==> config.mk <==
export PLATFORM = sky130hd
export DESIGN_NAME = rc4_keystream_generator_top
export DESIGN_NICKNAME = d
export VERILOG_FILES = /design/src/sv/rc4_pkg.sv /design/src/sv/rc4_dp.sv /design/src/sv/rc4_ctrl.sv /design/src/sv/rc4_keystream_generator_top.sv
export SDC_FILE = /design/constraint.sdc
export NUM_CORES = 2
export LEC_CHECK = 0
export ABC_AREA = 1
export BUFFER_PORTS_ARGS = -buffer_cell sky130_fd_sc_hd__buf_2
export CORE_UTILIZATION = 65
export CTS_CLUSTER_DIAMETER = 100
export CTS_CLUSTER_SIZE = 40
export DETAILED_ROUTE_END_ITERATION = 10
export GPL_ROUTABILITY_DRIVEN = 1
export HOLD_SLACK_MARGIN = 0.15
export PLACE_DENSITY = 0.81
export SYNTH_ARGS = -nofsm -noshare
export SYNTH_HDL_FRONTEND = slang
export SYNTH_SLANG_ARGS = --single-unit
==> constraint.sdc <==
create_clock -name clk -period 28.9 [get_ports clk]
set_input_delay 8.67 -clock clk [delete_from_list [all_inputs] [get_ports clk]]
set_output_delay 8.67 -clock clk [all_outputs]
set_load 0.05 [all_outputs]
==> src/sv/rc4_pkg.sv <==
// Shared types and constants for the RC4 keystream generator.
`timescale 1ns / 1ps

package rc4_pkg;

  // Request codes carried in req_type
  localparam logic REQ_KEY = 1'b0;
  localparam logic REQ_GEN = 1'b1;

  typedef struct packed {
    logic       req_type;
    logic [7:0] key_word;
  } rc4_in_t;

  typedef struct packed {
    logic [7:0] keystream_word;
    logic       not_keyed;
  } rc4_out_t;

  // Source selected when the output register loads
  typedef enum logic [1:0] {
    SRC_KS   = 2'd0,
    SRC_PEND = 2'd1,
    SRC_NK   = 2'd2
  } out_src_t;

  // Controller to datapath commands
  typedef struct packed {
    logic     accept;
    logic     key_swap;
    logic     key_fin;
    logic     gen_swap;
    logic     gen_tread;
    logic     gen_fin;
    logic     out_ld;
    out_src_t out_src;
  } rc4_cmd_t;

  // Datapath to controller status
  typedef struct packed {
    logic keyed;
  } rc4_stat_t;

endpackage

==> src/sv/rc4_dp.sv <==
// RC4 datapath: permutation RAM, valid bits, indices, key counter and output register.
`timescale 1ns / 1ps

module rc4_dp #(
  parameter int STATE_SIZE = 256
) (
  input  logic              clk,
  input  logic              rst_n,
  input  rc4_pkg::rc4_in_t  in_data,
  input  rc4_pkg::rc4_cmd_t cmd,
  output rc4_pkg::rc4_stat_t stat,
  output rc4_pkg::rc4_out_t out_data
);
  import rc4_pkg::*;

  localparam int IDX_W = (STATE_SIZE > 1) ? $clog2(STATE_SIZE) : 1;
  localparam int SW    = IDX_W + 2;
  localparam logic [SW-1:0]    N_S  = SW'(STATE_SIZE);
  localparam logic [IDX_W-1:0] LAST = IDX_W'(STATE_SIZE - 1);

  // key word reduced modulo the table size, eight conditional subtracts
  function automatic logic [IDX_W-1:0] red_key(input logic [7:0] kw);
    logic [16:0] r;
    r = {9'd0, kw};
    for (int k = 7; k >= 0; k--) begin
      if (r >= (17'(STATE_SIZE) << k)) r = r - (17'(STATE_SIZE) << k);
    end
    return r[IDX_W-1:0];
  endfunction

  // reduce a value below three times the table size
  function automatic logic [IDX_W-1:0] mod_sz(input logic [SW-1:0] s);
    logic [SW-1:0] r;
    r = s;
    if (r >= N_S) r = r - N_S;
    if (r >= N_S) r = r - N_S;
    return r[IDX_W-1:0];
  endfunction

  logic [IDX_W-1:0] mem [STATE_SIZE];
  logic [STATE_SIZE-1:0] vld_r;

  logic [IDX_W-1:0] rdata_r, raddr_r;
  logic             rvld_r;
  logic [IDX_W-1:0] i_r, j_r, kc_r, kw_r, pos_r, jn_r, a_r, b_r, pend_r;
  logic             keyed_r;
  rc4_out_t         out_r;

  logic [IDX_W-1:0] mem_addr, mem_wdata;
  logic             mem_we;
  logic [IDX_W-1:0] rd_eff, i_inc, jn_c, t_c, ks_eff, addend;
  logic             clr;

  assign rd_eff = rvld_r ? rdata_r : raddr_r;
  assign i_inc  = (i_r == LAST) ? '0 : i_r + 1'b1;
  assign addend = cmd.key_swap ? kw_r : '0;
  assign jn_c   = mod_sz(SW'(j_r) + SW'(rd_eff) + SW'(addend));
  assign t_c    = mod_sz(SW'(a_r) + SW'(rd_eff));
  // S[i] is written last, so a lookup that lands on it takes the swapped value
  assign ks_eff = (raddr_r == pos_r) ? b_r : rd_eff;
  assign clr    = cmd.accept && (in_data.req_type == REQ_KEY) && (kc_r == '0);

  always_comb begin
    mem_addr  = (in_data.req_type == REQ_GEN) ? i_inc : kc_r;
    mem_we    = 1'b0;
    mem_wdata = rd_eff;
    if (cmd.key_swap || cmd.gen_swap) begin
      mem_addr = jn_c;
      mem_we   = 1'b1;
    end else if (cmd.gen_tread) begin
      mem_addr = t_c;
    end else if (cmd.key_fin) begin
      mem_addr = pos_r;
      mem_we   = 1'b1;
    end else if (cmd.gen_fin) begin
      mem_addr  = pos_r;
      mem_we    = 1'b1;
      mem_wdata = b_r;
    end
  end

  // single-port table, read-first
  always_ff @(posedge clk) begin
    if (mem_we) mem[mem_addr] <= mem_wdata;
    rdata_r <= mem[mem_addr];
    raddr_r <= mem_addr;
    rvld_r  <= vld_r[mem_addr] & ~clr;
  end

  always_ff @(posedge clk) begin
    if (!rst_n) begin
      vld_r   <= '0;
      i_r     <= '0;
      j_r     <= '0;
      kc_r    <= '0;
      keyed_r <= 1'b0;
    end else begin
      if (clr) begin
        vld_r   <= '0;
        keyed_r <= 1'b0;
        i_r     <= '0;
        j_r     <= '0;
      end else if (mem_we) begin
        vld_r[mem_addr] <= 1'b1;
      end
      if (cmd.key_fin) begin
        if (kc_r == LAST) begin
          kc_r    <= '0;
          keyed_r <= 1'b1;
          i_r     <= '0;
          j_r     <= '0;
        end else begin
          kc_r <= kc_r + 1'b1;
          j_r  <= jn_r;
        end
      end
      if (cmd.gen_fin) begin
        i_r <= pos_r;
        j_r <= jn_r;
      end
    end
  end

  always_ff @(posedge clk) begin
    if (cmd.accept) begin
      kw_r  <= red_key(in_data.key_word);
      pos_r <= (in_data.req_type == REQ_GEN) ? i_inc : kc_r;
    end
    if (cmd.key_swap || cmd.gen_swap) begin
      a_r  <= rd_eff;
      jn_r <= jn_c;
    end
    if (cmd.gen_tread) b_r <= rd_eff;
    if (cmd.gen_fin) pend_r <= ks_eff;
    if (cmd.out_ld) begin
      case (cmd.out_src)
        SRC_KS:   out_r <= '{keystream_word: 8'(ks_eff), not_keyed: 1'b0};
        SRC_PEND: out_r <= '{keystream_word: 8'(pend_r), not_keyed: 1'b0};
        default:  out_r <= '{keystream_word: 8'd0, not_keyed: 1'b1};
      endcase
    end
  end

  assign stat.keyed = keyed_r;
  assign out_data   = out_r;

endmodule

==> src/sv/rc4_ctrl.sv <==
// RC4 controller: sequences key steps, generation steps and output handoff.
`timescale 1ns / 1ps

module rc4_ctrl (
  input  logic               clk,
  input  logic               rst_n,
  input  logic               in_valid,
  input  logic               req_type,
  output logic               in_stall,
  output logic               out_valid,
  input  logic               out_stall,
  input  rc4_pkg::rc4_stat_t stat,
  output rc4_pkg::rc4_cmd_t  cmd
);
  import rc4_pkg::*;

  typedef enum logic [2:0] {
    ST_IDLE, ST_KSWP, ST_KFIN, ST_GSWP, ST_GRD, ST_GFIN, ST_OUTW, ST_NKW
  } state_t;

  state_t state_r, state_nxt;
  logic   out_valid_r, out_valid_nxt;
  logic   out_free, acc;

  assign out_free = !out_valid_r || !out_stall;
  assign acc      = in_valid && (state_r == ST_IDLE);

  always_comb begin
    state_nxt   = state_r;
    cmd         = '0;
    cmd.out_src = SRC_KS;
    cmd.accept  = acc;
    unique case (state_r)
      ST_IDLE: begin
        if (acc) begin
          if (req_type == REQ_KEY) begin
            state_nxt = ST_KSWP;
          end else if (!stat.keyed) begin
            if (out_free) begin
              cmd.out_ld  = 1'b1;
              cmd.out_src = SRC_NK;
            end else begin
              state_nxt = ST_NKW;
            end
          end else begin
            state_nxt = ST_GSWP;
          end
        end
      end
      ST_KSWP: begin
        cmd.key_swap = 1'b1;
        state_nxt    = ST_KFIN;
      end
      ST_KFIN: begin
        cmd.key_fin = 1'b1;
        state_nxt   = ST_IDLE;
      end
      ST_GSWP: begin
        cmd.gen_swap = 1'b1;
        state_nxt    = ST_GRD;
      end
      ST_GRD: begin
        cmd.gen_tread = 1'b1;
        state_nxt     = ST_GFIN;
      end
      ST_GFIN: begin
        cmd.gen_fin = 1'b1;
        if (out_free) begin
          cmd.out_ld = 1'b1;
          state_nxt  = ST_IDLE;
        end else begin
          state_nxt = ST_OUTW;
        end
      end
      ST_OUTW: begin
        if (out_free) begin
          cmd.out_ld  = 1'b1;
          cmd.out_src = SRC_PEND;
          state_nxt   = ST_IDLE;
        end
      end
      ST_NKW: begin
        if (out_free) begin
          cmd.out_ld  = 1'b1;
          cmd.out_src = SRC_NK;
          state_nxt   = ST_IDLE;
        end
      end
      default: state_nxt = ST_IDLE;
    endcase
    if (cmd.out_ld) out_valid_nxt = 1'b1;
    else if (!out_stall) out_valid_nxt = 1'b0;
    else out_valid_nxt = out_valid_r;
  end

  always_ff @(posedge clk) begin
    if (!rst_n) begin
      state_r     <= ST_IDLE;
      out_valid_r <= 1'b0;
    end else begin
      state_r     <= state_nxt;
      out_valid_r <= out_valid_nxt;
    end
  end

  assign in_stall  = (state_r != ST_IDLE);
  assign out_valid = out_valid_r;

endmodule

==> src/sv/rc4_keystream_generator_top.sv <==
// Top level of the RC4 keystream generator: controller plus datapath.
`timescale 1ns / 1ps

// RC4 keystream generator. Input transactions carry either a key word
// (req_type 0) or a keystream request (req_type 1). The first key word of a
// session restores the permutation to identity; STATE_SIZE key words complete
// the key schedule and clear both indices. Each keystream request yields one
// output transaction holding the next keystream word; a request made before
// keying finishes yields zero with not_keyed set and leaves the state alone.
// Key words yield no output. The input stalls while a transaction is worked on;
// the single read-first port of the permutation RAM orders its steps (read
// S[i], read and write S[j], then lookup and write S[i]). One finished
// result may wait in the output register while the next transaction is taken.
// Reset and each new session restore identity at once through per-entry valid
// bits, so there is no clearing pass.

module rc4_keystream_generator_top #(
  parameter int STATE_SIZE = 256
) (
  input  logic             clk,
  input  logic             rst_n,
  input  logic             in_valid,
  output logic             in_stall,
  input  rc4_pkg::rc4_in_t in_data,
  output logic             out_valid,
  input  logic             out_stall,
  output rc4_pkg::rc4_out_t out_data
);
  import rc4_pkg::*;

  rc4_cmd_t  cmd;
  rc4_stat_t stat;

  // Sequencer: one transaction in flight, stalls the input while busy
  rc4_ctrl u_ctrl (
    .clk       (clk),
    .rst_n     (rst_n),
    .in_valid  (in_valid),
    .req_type  (in_data.req_type),
    .in_stall  (in_stall),
    .out_valid (out_valid),
    .out_stall (out_stall),
    .stat      (stat),
    .cmd       (cmd)
  );

  // Permutation RAM, indices and output payload register
  rc4_dp #(
    .STATE_SIZE (STATE_SIZE)
  ) u_dp (
    .clk      (clk),
    .rst_n    (rst_n),
    .in_data  (in_data),
    .cmd      (cmd),
    .stat     (stat),
    .out_data (out_data)
  );

endmodule

-- Yosys cells after proc, flatten, opt, wreduce, memory -nomap -nowiden
Memories as Yosys holds them, arrays and structs flattened. A register that Yosys moved wholly into a read port is not among the register bits.
Index checks and enable logic that the tools add are counted.
- bits in writable memories: 2048
- flip-flop bits (word level): 351
- word-level logic and storage cells: 131
- latch bits: 0
- bits in read-only memories: 0
- bits of input ports: 13
- output and inout bits: 11
- memories: 1
- memory list (name ; words ; bits a word ; rd ports ; clocked after memory_dff ; write ports ; RTL line ; text):
    u_dp.mem ; 256 ; 8 ; 1 ; 1 ; 1 ; rc4_dp.sv:40 ; logic [IDX_W-1:0] mem [STATE_SIZE];
- bitwise operators: 5
- equality and inequality tests: 15
- reductions and logical operators: 16
- add/sub/neg operators: 9
- shift-type cells: 0
- order comparisons: 6
- multiplexer cells: 62
- div/mod/pow operators: 0
- multipliers: 0
- operators by type and width (operator ; count):
    256-bit bitwise OR ; 1
    8-bit 2-to-1 mux ; 24
    10-bit by 9-bit >= comparator with 1-bit output, second input constant ; 4
    3-bit 2-to-1 mux ; 11
    3-bit case mux with 7 select lines ; 1
    10-bit 2-to-1 mux ; 2
    10-bit by 9-bit subtractor with 10-bit output, second input constant ; 2
    1-bit 2-to-1 mux ; 19
    8-bit by 8-bit adder with 9-bit output ; 2
    9-bit case mux with 2 select lines ; 1
    8-bit by 1-bit adder with 8-bit output, second input constant ; 2
    8-bit == test, second input constant ; 2
    8-bit by 1-bit subtractor with 8-bit output, second input constant ; 2
    3-bit == test, second input constant ; 4
    10-bit by 8-bit adder with 10-bit output ; 1
    8-bit by 9-bit < comparator with 1-bit output, second input constant ; 1
    1-bit binary-select mux with 8-bit select ; 1
    1-bit demux with 8-bit select ; 1
    8-bit == test ; 1
    8-bit by 1-bit >= comparator with 1-bit output, second input constant ; 1
    8-bit zero test ; 1
    3-bit by 2-bit == test with 1-bit output, second input constant ; 2
    2-bit by 1-bit inequality test with 1-bit output, second input constant ; 3
    2-bit case mux with 3 select lines ; 1
    other kinds (14) ; 23

-- Depth between registers and ports, before layout
- word-level depth: 14
- depth in mapped cells: 28
- gate-level depth less buffers: 28

-- Hierarchy
Synthesis repeated with hierarchy kept, for this count alone.
- cell total of the unflattened synthesis: 9991
- area, all modules: 100510.1 µm²
- modules (own cells, without submodules) (module ; area each (µm²) ; cells an instance ; seq. area each (µm²) ; instances):
    rc4_dp ; 100127.3 ; 9925 ; 69176.3 ; 1
    rc4_ctrl ; 382.9 ; 66 ; 80.1 ; 1

-- Worst setup path before layout
No wires, ideal clock.
- kind: reg-to-reg
- start point: register u_ctrl.state_r[0]
- end point: memory u_dp.mem[0][0] (netlist name) (data pin)
- stages on the path, launching flop included: 7
- required time: 26.705 ns
- path slack: 15.787 ns
- arrival: 10.918 ns
- path buffers: 1
- clock period less this slack: 13.113 ns
- library setup time: 2.195 ns
- path through: dfxtp_1 -> inv_2 -> nor2_4 -> nand2_4 -> inv_1 -> clkbuf_1 -> o21ai_0
- longest elaborated chain between the ends: 6
- elaborated cells between the ends (all ways): 15
- those cells by class: eq/ne (5); mux (9); reduce/logical (1)
- ends and longest elaborated chain (element ; RTL line ; text):
    start: declaration ; rc4_ctrl.sv:21 ; state_t state_r, state_nxt;
    start signal: assignment ; rc4_ctrl.sv:101 ; state_r <= state_nxt;
    3-bit == test ; rc4_ctrl.sv:33 ; unique case (state_r)
    1-bit 2-to-1 mux ; rc4_ctrl.sv:33 ;
    8-bit 2-to-1 mux ; rc4_dp.sv:75 ; end else if (cmd.gen_fin) begin
    8-bit 2-to-1 mux ; rc4_dp.sv:72 ; end else if (cmd.key_fin) begin
    8-bit 2-to-1 mux ; rc4_dp.sv:70 ; end else if (cmd.gen_tread) begin
    8-bit 2-to-1 mux * ; rc4_dp.sv:67 ; if (cmd.key_swap || cmd.gen_swap) begin
    net u_dp.mem_wdata[0] ; rc4_dp.sv:49 ; logic [IDX_W-1:0] mem_addr, mem_wdata;
    end: declaration ; rc4_dp.sv:40 ;
Mark *: on every way through the listed nets, which the timed path passes. The rest lies on a longest branch.

-- Worst setup path in the final report
- start point: input port in_data[8] (netlist name)
- end point: register u_dp.rvld_r
- longest elaborated chain between the ends: 8
- elaborated cells between the ends (all ways): 12
- those cells by class: mux (7); bitwise (3); reduce/logical (2)
- ends and longest elaborated chain (element ; RTL line ; text):
    start: declaration ; rc4_keystream_generator_top.sv:24 ; input rc4_pkg::rc4_in_t in_data,
    8-bit 2-to-1 mux ; rc4_dp.sv:64 ; mem_addr = (in_data.req_type == REQ_GEN) ? i_inc : kc_r;
    8-bit 2-to-1 mux ; rc4_dp.sv:75 ;
    8-bit 2-to-1 mux ; rc4_dp.sv:72 ;
    8-bit 2-to-1 mux ; rc4_dp.sv:70 ;
    8-bit 2-to-1 mux ; rc4_dp.sv:67 ;
    1-bit binary-select mux with 8-bit select ; rc4_dp.sv:87 ; rvld_r <= vld_r[mem_addr] & ~clr;
    1-bit 2-to-1 mux (not written as such) ; rc4_dp.sv:87 ;
    1-bit AND * ; rc4_dp.sv:87 ;
    end signal: assignment ; rc4_dp.sv:87 ;
    end: declaration ; rc4_dp.sv:44 ; logic rvld_r;
Mark *: on every way between the ends. The rest lies on a longest branch, timed or not. The select of a mux whose other input is x is not followed.
A chain may end at the register's enable or synchronous reset.

==> summary.txt <==
Die
  • Row cnt: approximately 140
  • Starting density of the core: about two thirds
  • Die Area: 156600 sq um
  • X dimension of the die: 395.8 microns
  • DIE HEIGHT: around 400 microns
  • Core Footprint: 154000 sq um
  • Number of I/O pins: 24

Clock network
  • Post-cts repair resize count: 0
  • Hold buffer count at cts: 0
  • Setup repair bufs after CTS: 0
  • TritonCTS sink count: roughly 2400
  • Worst-skew pair later-pin latency: ~780 ps
  • Longest Clk Path Bufs: 3
  • Max H-tree Level: 3
  • Root buffer cell: sky130_fd_sc_hd__clkbuf_16
  • CTS tree: yes
  • Register clock-pin slew on the reported worst setup and hold paths: roughly 140 ps
  • Num CTS Buffers: 70

Final layout
  • Post-synthesis to final-layout area growth: 3.316%
  • Register cell area after layout: about 69000 sq um
  • Area of the multi-input gates: 28050 sq um
  • Fill cell instance count of the final layout: ~11000
  • Fraction of layout instances using a drive strength above 1: about 3.4%
  • Total number of nets in the final design: between 9000 and 10000
  • Register with the most flip-flops: u_dp.mem
  • Max FFs per register: 2048

Run
  • Total of max-cap violations: 0

Drt
  • DRC errors left: 0
  • Post-detailed-route wirelength per cell: 23.36 microns
  • DRT Pass-1 Iters: 7
  • Routed vias: between 70000 and 80000
  • DRC marker count from the first detailed-route iteration: 11545
  • Average via count per standard cell: 6.069
  • Total length of routed wires: approximately 280000 microns
  • Antenna-violating nets left: 0

Timing
  • Final worst-path cycle share: approximately half
  • Unrepaired setup endpoints after global routing: no
  • Maximum achievable frequency: ~70 MHz
  • Setup TNS Final: 0 ps
  • Max-slew headroom at the worst pin: between 7 and 8%
  • Transition time at the pin with the least slew margin: 1377 ps
  • Final Setup Violations: 0
  • Clock skew after layout: between 40 and 50 ps
  • Max-slew violation total from the final report: 0
  • Minimum clock period: approximately 14000 ps
  • Final hold vios: 0

Critical path
  • Worst setup EP type: register
  • Worst-path fanout max: approximately 160
  • CP Launch Type: input pin
  • Type of the worst setup path: input pin to register
  • Critical Path AT: ~15000 ps
  • Required time reported for the critical path endpoint: just under 30000 ps

Synth
  • #FFs+latches synth: around 2400
  • Most used DFF post-synth: sky130_fd_sc_hd__edfxtp_1
  • Mapped Avg Cell Area: about 10 sq um
  • Gate count after technology mapping: between 10000 and 15000
  • Largest area contributor in the netlist: sky130_fd_sc_hd__edfxtp_1
  • Most frequent cell after synthesis: sky130_fd_sc_hd__nand2_1
  • EDFF count, synth: 2105
  • Sequential element share of the synthesized area: roughly 69%
  • Post-synth ARST share: 0%
  • Area of the mapped netlist: slightly above 100000 sq um
  • Distinct cells, synth: slightly above 50
  • Total number of yosys warnings: 0
  • Dominant cells by area after synthesis: sky130_fd_sc_hd__edfxtp_1 63%, sky130_fd_sc_hd__nand2_1 18%, sky130_fd_sc_hd__dfxtp_1 6.0%
  • Leading post-synthesis cells by instance count: 4879 x sky130_fd_sc_hd__nand2_1, 2105 x sky130_fd_sc_hd__edfxtp_1, 876 x sky130_fd_sc_hd__nor2_1
  • Syn Nets: about 10000
  • Fraction of synthesized cell area taken by the top area cell type: between 60% and 70%

Placed design
  • Detailed-placement wirelength estimate: ~150000 microns
  • Port Buf Inserts: 23
  • Final estimated routing congestion in global placement: 0.8975

GRT
  • Total global routing track utilization: between 30% and 40%
  • Antenna violations before repair: 7
  • First-pass GRT wire length: 410100 microns
  • Pin count of the biggest net entering global routing: 214
  • Via count of the first global-routing pass: around 68000
  • Total overflow reported by the global router: 0

Outcome
  • Run status: finished clean

Hold path
  • Path type of the worst min-delay path: register to register
-- critical path: stages --
cell	delay, ps
sky130_fd_sc_hd__buf_2	160
sky130_fd_sc_hd__inv_1	160
sky130_fd_sc_hd__nand2_1	90
sky130_fd_sc_hd__nand2_1	130
sky130_fd_sc_hd__nand2_1	90
sky130_fd_sc_hd__nand2_2	170
sky130_fd_sc_hd__nand2_8	280
sky130_fd_sc_hd__nand2_8	660
sky130_fd_sc_hd__buf_4	680
sky130_fd_sc_hd__buf_12	510
sky130_fd_sc_hd__buf_4	920
sky130_fd_sc_hd__o21ai_0	210
sky130_fd_sc_hd__nand2_1	100
sky130_fd_sc_hd__nand3_1	100
sky130_fd_sc_hd__nand2_1	70
sky130_fd_sc_hd__nand2_1	90
sky130_fd_sc_hd__nor2_1	240
sky130_fd_sc_hd__nor2_1	110
sky130_fd_sc_hd__nor2_1	570
sky130_fd_sc_hd__nand2_1	120
sky130_fd_sc_hd__nand2_1	160
sky130_fd_sc_hd__nand2_1	100
sky130_fd_sc_hd__nor2_1	100
-- cell type report --
class                   instances  share of cell area (%)
diodes                          2                0.004806
clock buffers                 119                   1.920
clock inverters                 7                 0.07570
inverters                     323                   1.168
multi-input cells            6808                   26.94
flip-flops and latches       2407                   66.51
well taps                    2044                   2.456
repair buffers                114                  0.9228
-- final timing paths --
| kind | from | to | slack [ps] | cells after the start |
|---|---|---|---|---|
| worst min register to register | u_dp.vld_r[103] | u_dp.vld_r[103] | 470 | 2 |
| worst max-delay path | in_data[8] | u_dp.rvld_r | 14700 | 23 |
| worst max register to register | u_dp.rvld_r | u_dp.mem[40][4] | 20580 | 18 |
| worst min-delay path | u_dp.vld_r[103] | u_dp.vld_r[103] | 470 | 2 |
-- cell families (layout without fill, tap and decap cells) --
logic type	after synthesis	in the layout	synth area share, %
simple gates	6242	6242	24.03
flops	2407	2407	68.72
buf+inv	843	563	3.613
compound gates	509	509	3.019
xor+xnor	30	30	0.2607
fa+ha+maj	27	27	0.3575
other cells	0	2	0
-- metal layers --
metal | vias to the layer above | global-route usage [%] | share of wire [%]
met2 | 5182 | 53.21 | 45
met5 | - | 0.4618 | 0.066
met3 | 781 | 7.595 | 14
met1 | 33665 | 47.11 | 36
met4 | 14 | 18.62 | 5.9
li1 | 32120 | - | -
-- placed cells by master (no fill, tap or decap), types with 13 or more instances in the layout --
| cell | synthesis | final |
|---|---|---|
| sky130_fd_sc_hd__o21ba_2 | 24 | 24 |
| sky130_fd_sc_hd__dfxtp_1 | 302 | 302 |
| sky130_fd_sc_hd__clkbuf_16 | 0 | 73 |
| sky130_fd_sc_hd__xnor2_1 | 16 | 16 |
| sky130_fd_sc_hd__inv_1 | 266 | 266 |
| sky130_fd_sc_hd__o21ai_1 | 142 | 142 |
| sky130_fd_sc_hd__xor2_1 | 14 | 14 |
| sky130_fd_sc_hd__nor2_2 | 18 | 19 |
| sky130_fd_sc_hd__nand2_1 | 4879 | 4877 |
| sky130_fd_sc_hd__buf_2 | 310 | 23 |
| sky130_fd_sc_hd__nand3_1 | 389 | 389 |
| sky130_fd_sc_hd__clkbuf_1 | 159 | 46 |
| sky130_fd_sc_hd__inv_2 | 54 | 53 |
| sky130_fd_sc_hd__buf_12 | 0 | 13 |
| sky130_fd_sc_hd__edfxtp_1 | 2105 | 2105 |
| sky130_fd_sc_hd__nor2_1 | 876 | 873 |
| sky130_fd_sc_hd__buf_4 | 9 | 78 |
| sky130_fd_sc_hd__o21ai_0 | 107 | 99 |
| sky130_fd_sc_hd__nand4_1 | 47 | 47 |
| sky130_fd_sc_hd__a22oi_1 | 100 | 100 |
| sky130_fd_sc_hd__a21oi_1 | 100 | 100 |
| sky130_fd_sc_hd__ha_1 | 24 | 24 |
-- metrics by stage --
step                      instances  utilization, %  worst slack, ps  hold WS [ps]  area (sq um)
after global placement        11696           66.24            14240         442.2        102000
after floorplan               10058               -            15790         431.1        100800
after detailed placement      11696           66.24            14180         449.0        102000
final                         11824           67.59            14700         466.3        104100
after CTS                     11822           67.59            14980         467.8        104100
after global routing          11822           67.59            14530         484.3        104100
Power is not shown: default switching activity piles up to over one toggle a cycle in this logic, so the estimate is an artifact.
